## src/hdl/epg_pkg.sv

```systemverilog
// ---------------------------------------------------------------------------
// epg_pkg
// Shared types and constants of the epitrochoid point generator.
// ---------------------------------------------------------------------------
`timescale 1ns / 1ps
package epg_pkg;
  localparam int unsigned AccBits   = 48;
  localparam int unsigned RadBits   = 17;
  localparam int unsigned SpdBits   = 24;
  localparam int unsigned AtanCount = 30;
  localparam logic [31:0] GainQ32   = 32'h9B74EDA8;
  // CORDIC datapath width: radius(18) * gain >> 20 fits 31 bits, plus growth
  localparam int unsigned CordW     = 36;

  localparam logic [1:0] RegFixed   = 2'd0;
  localparam logic [1:0] RegRolling = 2'd1;
  localparam logic [1:0] RegPen     = 2'd2;
  localparam logic [1:0] RegSpeed   = 2'd3;

  typedef enum logic [3:0] {
    ST_IDLE, ST_DIV, ST_EXTRA, ST_CEN_INIT, ST_CEN_RUN, ST_PEN_INIT, ST_PEN_RUN,
    ST_OUT
  } state_e;

  typedef struct packed {
    logic start;
    logic busy;
    logic done;
  } cord_ctl_t;

  function automatic logic [31:0] atan_turns(input logic [4:0] i);
    logic [31:0] r;
    begin
      unique case (i)
        5'd0: r = 32'h20000000; 5'd1: r = 32'h12E4051E; 5'd2: r = 32'h09FB385B;
        5'd3: r = 32'h051111D4; 5'd4: r = 32'h028B0D43; 5'd5: r = 32'h0145D7E1;
        5'd6: r = 32'h00A2F61E; 5'd7: r = 32'h00517C55; 5'd8: r = 32'h0028BE53;
        5'd9: r = 32'h00145F2F; 5'd10: r = 32'h000A2F98; 5'd11: r = 32'h000517CC;
        5'd12: r = 32'h00028BE6; 5'd13: r = 32'h000145F3; 5'd14: r = 32'h0000A2FA;
        5'd15: r = 32'h0000517D; 5'd16: r = 32'h000028BE; 5'd17: r = 32'h0000145F;
        5'd18: r = 32'h00000A30; 5'd19: r = 32'h00000518; 5'd20: r = 32'h0000028C;
        5'd21: r = 32'h00000146; 5'd22: r = 32'h000000A3; 5'd23: r = 32'h00000051;
        5'd24: r = 32'h00000029; 5'd25: r = 32'h00000014; 5'd26: r = 32'h0000000A;
        5'd27: r = 32'h00000005; 5'd28: r = 32'h00000003; 5'd29: r = 32'h00000001;
        default: r = 32'h0;
      endcase
      return r;
    end
  endfunction
endpackage

```

## src/hdl/epg_divider.sv

```systemverilog
// ---------------------------------------------------------------------------
// epg_divider
// Restoring divider, one quotient bit per cycle, for angle / rolling radius.
// ---------------------------------------------------------------------------
`timescale 1ns / 1ps
module epg_divider #(
  parameter int unsigned NumW = 48,
  parameter int unsigned DenW = 17
) (
  input  logic            clk_i,
  input  logic            rst_ni,
  input  logic            start_i,
  input  logic [NumW-1:0] num_i,
  input  logic [DenW-1:0] den_i,
  output logic            done_o,
  output logic [NumW-1:0] quo_o,
  output logic [DenW-1:0] rem_o
);
  localparam int unsigned CntW = $clog2(NumW + 1);
  logic [NumW-1:0] quo_q, quo_d;
  logic [DenW:0]   rem_q, rem_d;
  logic [DenW-1:0] den_q;
  logic [CntW-1:0] cnt_q, cnt_d;
  logic            busy_q, busy_d, done_q, done_d;
  logic [DenW:0]   trial;

  // Shift in one numerator bit and try to subtract
  always_comb begin
    trial  = {rem_q[DenW-1:0], quo_q[NumW-1]};
    quo_d  = quo_q;
    rem_d  = rem_q;
    cnt_d  = cnt_q;
    busy_d = busy_q;
    done_d = 1'b0;
    if (start_i) begin
      quo_d  = num_i;
      rem_d  = '0;
      cnt_d  = CntW'(NumW);
      busy_d = 1'b1;
    end else if (busy_q) begin
      if (trial >= {1'b0, den_q}) begin
        rem_d = trial - {1'b0, den_q};
        quo_d = {quo_q[NumW-2:0], 1'b1};
      end else begin
        rem_d = trial;
        quo_d = {quo_q[NumW-2:0], 1'b0};
      end
      cnt_d = cnt_q - 1'b1;
      if (cnt_q == CntW'(1)) begin
        busy_d = 1'b0;
        done_d = 1'b1;
      end
    end
  end

  always_ff @(posedge clk_i or negedge rst_ni) begin
    if (!rst_ni) begin
      busy_q <= 1'b0;
      done_q <= 1'b0;
      cnt_q  <= '0;
    end else begin
      busy_q <= busy_d;
      done_q <= done_d;
      cnt_q  <= cnt_d;
    end
  end

  always_ff @(posedge clk_i) begin
    quo_q <= quo_d;
    rem_q <= rem_d;
    if (start_i) den_q <= den_i;
  end

  assign done_o = done_q;
  assign quo_o  = quo_q;
  assign rem_o  = rem_q[DenW-1:0];
endmodule

```

## src/hdl/epg_cordic.sv

```systemverilog
// ---------------------------------------------------------------------------
// epg_cordic
// Iterative rotation CORDIC: radius * (cos, sin)(phase), rounded to 1/1024.
// ---------------------------------------------------------------------------
`timescale 1ns / 1ps
module epg_cordic #(
  parameter int unsigned Steps    = 20,
  parameter int unsigned FracBits = 24
) (
  input  logic                     clk_i,
  input  logic                     rst_ni,
  input  epg_pkg::cord_ctl_t       ctl_i,
  input  logic [FracBits-1:0]      phase_i,
  input  logic [epg_pkg::RadBits:0] radius_i,
  output logic                     done_o,
  output logic signed [20:0]       x_o,
  output logic signed [20:0]       y_o
);
  localparam int unsigned W = epg_pkg::CordW;
  localparam int unsigned StepN = (Steps < epg_pkg::AtanCount) ? Steps : epg_pkg::AtanCount;

  logic signed [W-1:0]  x_q, y_q, x_d, y_d;
  logic signed [33:0]   z_q, z_d;
  logic [4:0]           i_q, i_d;
  logic [1:0]           q_q, q_d;
  logic                 done_q, done_d;
  logic [FracBits-1:0]  quarter_sum, resid;
  logic [1:0]           quad;
  logic [49:0]          prod;
  logic signed [W-1:0]  dx, dy, rx, ry;
  logic signed [33:0]   at;

  // Range reduction and gain-scaled start value
  always_comb begin
    quarter_sum = phase_i + (FracBits'(1) << (FracBits - 3));
    quad        = quarter_sum[FracBits-1 -: 2];
    resid       = phase_i - ({quad, {(FracBits-2){1'b0}}});
    prod        = 50'(radius_i) * 50'(epg_pkg::GainQ32);
  end

  // One micro-rotation per cycle
  always_comb begin
    dx = y_q >>> i_q;
    dy = x_q >>> i_q;
    at = 34'(epg_pkg::atan_turns(i_q));
    x_d = x_q; y_d = y_q; z_d = z_q; i_d = i_q; q_d = q_q; done_d = 1'b0;
    if (ctl_i.start) begin
      x_d = W'(prod >> 20);
      y_d = '0;
      z_d = 34'($signed(resid)) <<< (32 - FracBits);
      i_d = '0;
      q_d = quad;
    end else if (ctl_i.busy) begin
      if (!z_q[33]) begin
        x_d = x_q - dx; y_d = y_q + dy; z_d = z_q - at;
      end else begin
        x_d = x_q + dx; y_d = y_q - dy; z_d = z_q + at;
      end
      i_d = i_q + 1'b1;
      if (i_q == 5'(StepN - 1)) done_d = 1'b1;
    end
  end

  // Quarter-turn rotation and half-up rounding
  always_comb begin
    unique case (q_q)
      2'd1:    begin rx = -y_q; ry = x_q;  end
      2'd2:    begin rx = -x_q; ry = -y_q; end
      2'd3:    begin rx = y_q;  ry = -x_q; end
      default: begin rx = x_q;  ry = y_q;  end
    endcase
  end

  always_ff @(posedge clk_i or negedge rst_ni) begin
    if (!rst_ni) done_q <= 1'b0;
    else         done_q <= done_d;
  end

  always_ff @(posedge clk_i) begin
    x_q <= x_d; y_q <= y_d; z_q <= z_d; i_q <= i_d; q_q <= q_d;
  end

  logic signed [W-1:0] xr, yr;
  assign xr     = (rx + W'(2048)) >>> 12;
  assign yr     = (ry + W'(2048)) >>> 12;
  assign x_o    = xr[20:0];
  assign y_o    = yr[20:0];
  assign done_o = done_q;
endmodule

```

## src/hdl/epitrochoid_point_generator.sv

```systemverilog
// ---------------------------------------------------------------------------
// epitrochoid_point_generator
// Usage:
//  - s_axis: one word per tick, tdata[0] = advance (1 adds speed to angle).
//  - m_axis: one result word per tick, tdata from bit 0: centre_x[18:0],
//    centre_y[18:0], pen_x[19:0], pen_y[19:0] (80 bits).
//  - APB: fixed_radius 0x0, rolling_radius 0x4, pen_radius 0x8, speed 0xC.
// After acceptance the sequencer runs two divider passes (angle / rolling
// radius, then the remainder term), then the centre and pen CORDIC passes
// and an output state before m_axis_tvalid rises; the divider passes are
// skipped when rolling_radius is zero.
// One word at a time: s_axis_tready is low from acceptance until the result
// is taken. Both divider passes run on the shared divider, and both CORDIC
// passes on the shared CORDIC.
// A stalled receiver holds the result in the output register.
// Reset clears the angle to zero and restores register defaults.
// ---------------------------------------------------------------------------
`timescale 1ns / 1ps
module epitrochoid_point_generator #(
  parameter int unsigned CORDIC_STEPS    = 20,
  parameter int unsigned ANGLE_FRAC_BITS = 24
) (
  input  logic        clk_i,
  input  logic        rst_ni,
  input  logic        s_axis_tvalid,
  output logic        s_axis_tready,
  input  logic [7:0]  s_axis_tdata,   // advance
  output logic        m_axis_tvalid,
  input  logic        m_axis_tready,
  output logic [79:0] m_axis_tdata,   // centre_x, centre_y, pen_x, pen_y
  input  logic        psel,
  input  logic        penable,
  input  logic        pwrite,
  input  logic [3:0]  paddr,
  input  logic [31:0] pwdata,
  output logic [31:0] prdata,
  output logic        pready
);
  localparam int unsigned AB = epg_pkg::AccBits;
  localparam int unsigned RB = epg_pkg::RadBits;
  localparam int unsigned FB = ANGLE_FRAC_BITS;

  logic [RB-1:0] r1_q, r2_q, r3_q;
  logic [epg_pkg::SpdBits-1:0] spd_q;
  logic [AB-1:0] ang_q;
  logic [FB-1:0] pen_ph_q, pen_ph_d;
  epg_pkg::state_e st_q, st_d;
  logic signed [20:0] cx_q, cy_q;
  logic [79:0] out_q;

  // Configuration registers
  logic [1:0] ridx;
  assign ridx   = paddr[3:2];
  assign pready = 1'b1;
  always_ff @(posedge clk_i or negedge rst_ni) begin
    if (!rst_ni) begin
      r1_q <= RB'(5632); r2_q <= RB'(2560); r3_q <= RB'(3584); spd_q <= 24'd134218;
    end else if (psel && penable && pwrite) begin
      unique case (ridx)
        epg_pkg::RegFixed:   r1_q  <= pwdata[RB-1:0];
        epg_pkg::RegRolling: r2_q  <= pwdata[RB-1:0];
        epg_pkg::RegPen:     r3_q  <= pwdata[RB-1:0];
        default:             spd_q <= pwdata[23:0];
      endcase
    end
  end
  always_comb begin
    unique case (ridx)
      epg_pkg::RegFixed:   prdata = 32'(r1_q);
      epg_pkg::RegRolling: prdata = 32'(r2_q);
      epg_pkg::RegPen:     prdata = 32'(r3_q);
      default:             prdata = 32'(spd_q);
    endcase
  end

  // Shared divider: first angle / r2, then (ra * r1) / r2 on the same unit.
  // Pen phase = a + qa*r1 + floor(ra*r1/r2), kept to one turn.
  logic div_start, div_done;
  logic [AB-1:0] qa, div_num;
  logic [RB-1:0] ra;
  logic [AB-1:0] prod_q;
  logic [2*RB-1:0] prod_w;
  assign div_num = (st_q == epg_pkg::ST_EXTRA) ? prod_q : ang_q;
  assign prod_w  = {{RB{1'b0}}, ra} * {{RB{1'b0}}, r1_q};
  epg_divider #(.NumW(AB), .DenW(RB)) u_div (
    .clk_i, .rst_ni, .start_i(div_start), .num_i(div_num), .den_i(r2_q),
    .done_o(div_done), .quo_o(qa), .rem_o(ra));

  epg_pkg::cord_ctl_t cctl;
  logic cdone;
  logic [ANGLE_FRAC_BITS-1:0] cphase;
  logic [RB:0] crad;
  logic signed [20:0] cxo, cyo;
  epg_cordic #(.Steps(CORDIC_STEPS), .FracBits(ANGLE_FRAC_BITS)) u_cordic (
    .clk_i, .rst_ni, .ctl_i(cctl), .phase_i(cphase), .radius_i(crad),
    .done_o(cdone), .x_o(cxo), .y_o(cyo));

  logic acc_in, busy_q, busy_d;
  logic out_full_q;
  assign acc_in = s_axis_tvalid && s_axis_tready;
  assign s_axis_tready = (st_q == epg_pkg::ST_IDLE) && !out_full_q;

  // Next state
  always_comb begin
    st_d = st_q;
    unique case (st_q)
      epg_pkg::ST_IDLE:     if (acc_in) st_d = (r2_q == '0) ? epg_pkg::ST_CEN_INIT
                                                           : epg_pkg::ST_DIV;
      epg_pkg::ST_DIV:      if (div_done) st_d = epg_pkg::ST_EXTRA;
      epg_pkg::ST_EXTRA:    if (div_done) st_d = epg_pkg::ST_CEN_INIT;
      epg_pkg::ST_CEN_INIT: st_d = epg_pkg::ST_CEN_RUN;
      epg_pkg::ST_CEN_RUN:  if (cdone) st_d = epg_pkg::ST_PEN_INIT;
      epg_pkg::ST_PEN_INIT: st_d = epg_pkg::ST_PEN_RUN;
      epg_pkg::ST_PEN_RUN:  if (cdone) st_d = epg_pkg::ST_OUT;
      default:              st_d = epg_pkg::ST_IDLE;
    endcase
  end

  // Outputs of the sequencer
  logic div_go_q, fr_go_q;
  always_comb begin
    cctl.start = (st_q == epg_pkg::ST_CEN_INIT) || (st_q == epg_pkg::ST_PEN_INIT);
    busy_d     = busy_q;
    if (cctl.start) busy_d = 1'b1;
    else if (cdone) busy_d = 1'b0;
    cctl.busy  = busy_q && !cdone;
    cctl.done  = cdone;
    cphase     = (st_q == epg_pkg::ST_PEN_INIT) ? pen_ph_q
                                                : ang_q[ANGLE_FRAC_BITS-1:0];
    crad       = (st_q == epg_pkg::ST_PEN_INIT) ? {1'b0, r3_q}
                                                : ({1'b0, r1_q} + {1'b0, r2_q});
    div_start  = div_go_q || fr_go_q;
    pen_ph_d   = pen_ph_q;
    if (acc_in && r2_q == '0)
      pen_ph_d = FB'(ang_q + ((s_axis_tdata[0]) ? AB'(spd_q) : '0));
    else if (st_q == epg_pkg::ST_DIV && div_done)
      pen_ph_d = ang_q[FB-1:0] + FB'(qa[FB-1:0] * FB'(r1_q));
    else if (st_q == epg_pkg::ST_EXTRA && div_done)
      pen_ph_d = pen_ph_q + qa[FB-1:0];
  end

  // Saturated result packing
  function automatic logic [19:0] sat(input logic signed [21:0] v, input logic [19:0] lim);
    logic signed [21:0] l;
    begin
      l = $signed({2'b00, lim});
      if (v > l) return lim;
      if (v < -l) return 20'(-l);
      return v[19:0];
    end
  endfunction
  logic [19:0] scx, scy, spx, spy;
  assign scx = sat(22'(cx_q), 20'd262143);
  assign scy = sat(22'(cy_q), 20'd262143);
  assign spx = sat(22'(cx_q) + 22'(cxo), 20'd524287);
  assign spy = sat(22'(cy_q) + 22'(cyo), 20'd524287);

  always_ff @(posedge clk_i or negedge rst_ni) begin
    if (!rst_ni) begin
      st_q <= epg_pkg::ST_IDLE; ang_q <= '0; busy_q <= 1'b0;
      div_go_q <= 1'b0; fr_go_q <= 1'b0;
    end else begin
      st_q     <= st_d;
      busy_q   <= busy_d;
      div_go_q <= acc_in && (r2_q != '0);
      fr_go_q  <= (st_q == epg_pkg::ST_DIV) && div_done;
      if (acc_in && s_axis_tdata[0]) ang_q <= ang_q + AB'(spd_q);
    end
  end

  always_ff @(posedge clk_i) begin
    pen_ph_q <= pen_ph_d;
    if (st_q == epg_pkg::ST_DIV && div_done) prod_q <= AB'(prod_w);
    if (st_q == epg_pkg::ST_CEN_RUN && cdone) begin cx_q <= cxo; cy_q <= cyo; end
    if (st_q == epg_pkg::ST_OUT) out_q <= {2'b00, spy, spx, scy[18:0], scx[18:0]};
  end

  // Result register: loaded in the output state, held until taken
  always_ff @(posedge clk_i or negedge rst_ni) begin
    if (!rst_ni) out_full_q <= 1'b0;
    else if (st_q == epg_pkg::ST_OUT) out_full_q <= 1'b1;
    else if (m_axis_tvalid && m_axis_tready) out_full_q <= 1'b0;
  end
  assign m_axis_tvalid = out_full_q;
  assign m_axis_tdata  = out_q;
endmodule

```

## config.mk

```make
export PLATFORM = sky130hd
export DESIGN_NAME = epitrochoid_point_generator
export DESIGN_NICKNAME = d
export VERILOG_FILES = /design/src/hdl/epg_pkg.sv /design/src/hdl/epg_divider.sv /design/src/hdl/epg_cordic.sv /design/src/hdl/epitrochoid_point_generator.sv
export SDC_FILE = /design/constraint.sdc
export NUM_CORES = 2
export LEC_CHECK = 0
export BUFFER_PORTS_ARGS = -buffer_cell sky130_fd_sc_hd__buf_4
export CORE_MARGIN = 5
export CORE_UTILIZATION = 48
export CTS_CLUSTER_DIAMETER = 60
export DETAILED_ROUTE_END_ITERATION = 7
export PLACE_DENSITY = 0.64
export SYNTH_ARGS = -nofsm -noshare
export SYNTH_HDL_FRONTEND = slang
export SYNTH_SLANG_ARGS = --single-unit
```

## constraint.sdc

```tcl
create_clock -name clk_i -period 9.1 [get_ports clk_i]
set_input_delay 1.82 -clock clk_i [delete_from_list [all_inputs] [get_ports clk_i]]
set_output_delay 1.82 -clock clk_i [all_outputs]
set_load 0.02 [all_outputs]
```

Yosys cells after proc, flatten, opt, wreduce, memory -nomap -nowiden
Memories as Yosys holds them, arrays and structs flattened. A register that Yosys moved wholly into a read port is not among the register bits.
Index checks and enable logic that the tools add are counted.
Widths: inputs -> output; s select.
- flip-flop bits (word level): 513
- memory bits (read-only): 960
- bits of input ports: 51
- output and inout bits: 115
- word-level logic and storage cells: 190
- memories: 1
- memory list (name ; depth ; width ; rd ports ; clocked after memory_dff ; write ports ; line ; text):
    (no name shown) ; 32 ; 30 ; 1 ; 1 ; 0 ; epg_pkg.sv:34 ; unique case (i)
- add/sub/neg operators: 22
- multiply operators: 3
- magnitude comparators: 9
- equal/unequal tests: 19
- shift operators: 2
- multiplexer cells: 73
- bitwise gates (word level): 1
- reduce and logical (&&, ||, !) cells: 31
- operators with widths (operator ; count):
    $pmux 33 s3 ; 2
    $mux 20 ; 8
    $mux 19 ; 8
    $mux 48 ; 3
    $mux 24 ; 5
    $mux 34 ; 3
    $add 24x24->24 ; 3
    $add 36x36->36 ; 2
    $mux 36 ; 2
    $pmux 24 s3 ; 1
    $sshr 36x5->36 ; 2
    $sub 36x36->36 ; 2
    $add 33x13->33 const B ; 2
    $neg 33->33 ; 2
    $mux 30 ; 2
    $add 48x24->48 ; 1
    $mul 18x29->47 const B ; 1
    $add 21x21->22 ; 2
    $gt 22x20->1 const B ; 2
    $lt 22x20->1 const B ; 2
    $gt 21x19->1 const B ; 2
    $lt 21x19->1 const B ; 2
    $add 34x33->34 ; 1
    $mul 17x17->34 ; 1
    other kinds (39) ; 99

Logic depth before layout (Yosys ltp)
- word-level depth: 9
- depth in mapped cells: 36
- depth with buffers taken out: 36

By module
Synthesis repeated with hierarchy kept, for this count alone.
- cells, all modules: 7898
- area, all modules: 71984.0 um2
- modules (own cells, without submodules) (module ; times used ; cells an instance ; area an instance (um2)):
    epitrochoid_point_generator ; 1 ; 4009 ; 37548.5
    epg_cordic ; 1 ; 3479 ; 29662.2
    epg_divider ; 1 ; 410 ; 4773.3

Worst setup path before layout
Ideal clock, no wire load.
- path type: register to register
- from: register r2_q[0]
- to: register u_cordic.x_q[29] (data pin)
- library setup time: 0.271 ns
- data arrival time: 8.755 ns
- setup slack: 0.074 ns
- stages on the path, launching flop included: 36
- path buffers: 0
- clock period less this slack: 9.026 ns
- path through: dfrtp_1 -> ha_1 -> fa_1 -> a21o_1 -> a21oi_1 -> o21a_1 -> o21ai_0 -> a41oi_1 -> a21oi_1 -> a211o_1 -> a21oi_1 -> xnor2_1 -> mux2i_1 -> inv_1 -> ha_1 -> inv_1 -> fa_1 -> inv_1 -> fa_1 -> fa_1 -> fa_1 -> inv_1 -> fa_1 -> inv_1 -> ha_1 -> a2111oi_0 -> o21ai_0 -> o211ai_1 -> o21ai_0 -> nor3b_1 -> o21ai_0 -> a311o_1 -> a41o_1 -> a21oi_1 -> xnor2_1 -> o21ai_0
- word-level cells in the longest chain between the ends: 4
- ends and longest elaborated chain (what ; line ; text):
    start, declared ; epitrochoid_point_generator.sv:43 ; logic [RB-1:0] r1_q, r2_q, r3_q;
    start signal, assigned ; epitrochoid_point_generator.sv:61 ; epg_pkg::RegRolling: r2_q <= pwdata[RB-1:0];
    $add 17x17->18 ; epitrochoid_point_generator.sv:131 ; : ({1'b0, r1_q} + {1'b0, r2_q});
    $mux 18 ; epitrochoid_point_generator.sv:130 ; crad = (st_q == epg_pkg::ST_PEN_INIT) ? {1'b0, r3_q}
    $mul 18x29->47 ; epg_cordic.sv:38 ; prod = 50'(radius_i) * 50'(epg_pkg::GainQ32);
    $mux 30 ; epg_cordic.sv:47 ; if (ctl_i.start) begin
    named net u_cordic.x_d[29] ; epg_cordic.sv:22 ; logic signed [W-1:0] x_q, y_q, x_d, y_d;
    end signal, assigned ; epg_cordic.sv:80 ; x_q <= x_d; y_q <= y_d; z_q <= z_d; i_q <= i_d; q_q <= q_d;
    end, declared ; epg_cordic.sv:22 ;
The timed path passes the listed nets, and every way through them passes these cells.
A chain may end at the register's enable or synchronous reset.

Worst setup path after layout
- from: register r1_q[0]
- to: register u_cordic.x_q[29] (data pin)
- word-level cells in the longest chain between the ends: 4
- ends and longest elaborated chain (what ; line ; text):
    start, declared ; epitrochoid_point_generator.sv:43 ;
    start signal, assigned ; epitrochoid_point_generator.sv:60 ; epg_pkg::RegFixed: r1_q <= pwdata[RB-1:0];
    $add 17x17->18 ; epitrochoid_point_generator.sv:131 ;
    $mux 18 ; epitrochoid_point_generator.sv:130 ;
    $mul 18x29->47 ; epg_cordic.sv:38 ;
    $mux 30 ; epg_cordic.sv:47 ;
    named net u_cordic.x_d[29] ; epg_cordic.sv:22 ;
The timed path passes the listed nets, and every way through them passes these cells.

==> flow_metrics.tcl <==
set metrics [dict create \
    status "completed" \
    synth.distinct_cells 106 \
    place_congestion 0.975 \
    port_buffers 137 \
    cts-root-buf "clkbuf_16" \
    grt_pass1_vias 58997 \
    crit_required_ns 9.47 \
    firstDrtPassIters 7 \
    dpl.cell_count 9797 \
    grt_max_degree 102 \
    synth-seq-area-share 0.205 \
    start_kind "flop" \
    synth_edf_count 301 \
    synthesis.area_um2 71000 \
    cts_tree "built" \
    drv_cap 0 \
    clock_path_buffers 3 \
    design_area_um2 77500 \
    grtUsageMet2 0.459 \
    synth_top_area_cell "fa_1" \
    cts_sinks 542 \
    grt_use_met1 0.378 \
    final_hold_viol_count 0 \
    viasPerCell 5.89 \
    final_max_slew_viol_count 0 \
    cts_made_buffers 81 \
    worst_path_most_repeated_cell "fa_1" \
    ys_ff_latch 542 \
    tightestPinTransition_ns 1.15 \
    grt_pass1_wl_um 345000 \
    num-fill-cells 13556 \
    path_clk_slew_ns 0.06 \
    io_pins 166 \
    period_share 0.962 \
    insertion_delay_ns 0.71 \
    track_usage 0.282 \
    drtIter0Drc 4514 \
    max_freq_mhz 114 \
    start_util 0.482 \
    dr_total_vias 58672 \
    drc_errors 0 \
    synthTopCellsByArea "fa_1, edfxtp_1, ha_1" \
    synthCells 7897 \
    synthArstFlopShare 0.256 \
    fin_tns_setup_ns 0 \
    antenna_found_initial 11 \
    drive_gt1_frac 0.110 \
    core_area_um2 147000 \
    max_stage_delay_ns 0.54 \
    grt_util_met3 0.0507 \
    die_w_um 395 \
    cts-htree-levels 3 \
    regArea_um2 14600 \
    row_count 141 \
    placed_area_um2 74600 \
    nNetsFinal 9263 \
    synthToLayoutAreaGrowth_pct 9.18 \
    min_period_ns 8.75 \
    multi_input_area_um2 51100 \
    overflow 0 \
    worstHoldPathType "flop to flop" \
    wl_per_cell_um 22.3 \
    max_slew_margin 0.228 \
    die_y_um 395 \
    synth_top_area_share 0.187 \
    dp_hpwl_um 173000 \
    fin_skew_ns 0.0479 \
    grt.busiest_layer "met2" \
    avgSynthCellArea_um2 8.99 \
    setup_viol 0 \
    antenna_left 0 \
    final_cell_count_no_fill 9957 \
    path_class "flop to flop" \
    critical_path_arrival_ns 9.12 \
    ys_warn_count 0 \
    synth_top_flop_cell "edfxtp_1" \
    cp_slowest_cell "fa_1" \
    drt_wl_total_um 222000 \
    crit_path_max_fanout 3 \
    post-route-util 0.526 \
    design.die.area_um2 156000 \
    crit_path_end_kind "flop" \
]
[critical path: cells and delay by family (launching register included)]
kind / cells / cell delay, ns
XOR/XNOR: 2 / 0.26
adder cells (fa/ha/maj): 9 / 3.97
AO/OA/AOI/OAI: 17 / 2.93
AND/OR/NAND/NOR: 3 / 0.60
flip-flops: 1 / 0.39
buffers and inverters: 4 / 0.29
[placed cells by master (no fill, tap or decap), drive strengths merged, types with 104 or more instances in the layout]
| cell | instances |
|---|---|
| fa | 664 |
| nand3 | 109 |
| ha | 596 |
| a21o | 146 |
| xor2 | 211 |
| nand2 | 872 |
| nor2 | 442 |
| mux2 | 134 |
| xnor2 | 323 |
| mux2i | 120 |
| o21ai | 364 |
| buf | 368 |
| inv | 1023 |
| and2 | 241 |
| dfrtp | 125 |
| mux4 | 104 |
| edfxtp | 301 |
| a21oi | 499 |
[registers in the layout, indices dropped and copies added (netlist names), 2 cells and up]
register	count
u_div.cnt_q	6
u_cordic.i_q	5
u_cordic.at	30
spd_q	24
ang_q	48
r1_q	17
m_axis_tdata	78
u_div.rem_q	17
cy_q	21
st_q	3
r2_q	17
r3_q	17
u_cordic.y_q	36
u_cordic.z_q	34
pen_ph_q	24
u_cordic.x_q	36
u_div.den_q	17
u_div.quo_o	48
prod_q	34
cx_q	21
u_cordic.q_q	2
[timing repair]
action / in CTS / in global routing
endpoints found under the setup margin: 11 / 20
gates resized for setup: 7 / 23
pin swaps: 1 / 11
hold buffers: 0 / 0
setup buffers: 0 / 2
[metal layers]
| metal | wire (um) | vias up | share of wire |
|---|---|---|---|
| met3 | 17900 | 506 | 0.080 |
| met5 | 27 | - | 0.00012 |
| met2 | 102000 | 2276 | 0.46 |
| met1 | 93000 | 28910 | 0.42 |
| li1 | - | 26976 | - |
| met4 | 9620 | 4 | 0.043 |
[stage by stage]
stage,setup WS (ns),hold slack [ns]
after floorplan,0.0740,0.436
after global placement,-0.239,0.451
after detailed placement,-0.321,0.450
after CTS,-0.00852,0.457
after global routing,-0.0598,0.481
final,0.347,0.454
[logic make-up (layout without fill, tap and decap cells)]
group           Yosys count  in the layout  share of synthesized area
compound gates         1598           1598                      0.141
flops                   542            542                      0.205
other cells               2             17                   0.000106
xor+xnor                534            534                     0.0660
fa+ha+maj              1260           1260                      0.292
simple gates           2194           2194                      0.147
mux                     358            358                     0.0712
buf+inv                1409           1524                     0.0773
[path summary, 6_finish.rpt]
check	slack (ns)	startpoint	to	cells after the start
worst max-delay path	0.35	r1_q[0]	u_cordic.x_q[29]	35
worst min-delay path	0.45	u_cordic.z_q[6]	u_cordic.z_q[6]	2
worst max register to register	0.35	r1_q[0]	u_cordic.x_q[29]	35
worst min register to register	0.45	u_cordic.z_q[6]	u_cordic.z_q[6]	2
max in group asynchronous	6.46	rst_ni	ang_q[4]	2
min in group asynchronous	1.16	rst_ni	spd_q[23]	1
[synthesized netlist by cell type (133+ instances only)]
master,instances
nand2_1,871
nor2_1,439
clkbuf_1,317
xor2_1,211
and2_1,241
a21oi_1,499
inv_1,996
a21o_1,146
xnor2_1,322
mux2_2,133
ha_1,596
fa_1,664
edfxtp_1,301
o21ai_0,355
[area by class of cell]
class / instances / share of cell area
Antenna cell: 6 / 0.000194
Clock buffer: 100 / 0.0284
Clock inverter: 52 / 0.00802
Inverter: 1004 / 0.0486
Multi-Input combinational cell: 5955 / 0.660
Sequential cell: 542 / 0.188
Tap cell: 1930 / 0.0312
Timing Repair Buffer: 368 / 0.0358
Power is not shown: default switching activity piles up to over one toggle a cycle in this logic, so the estimate is an artifact.
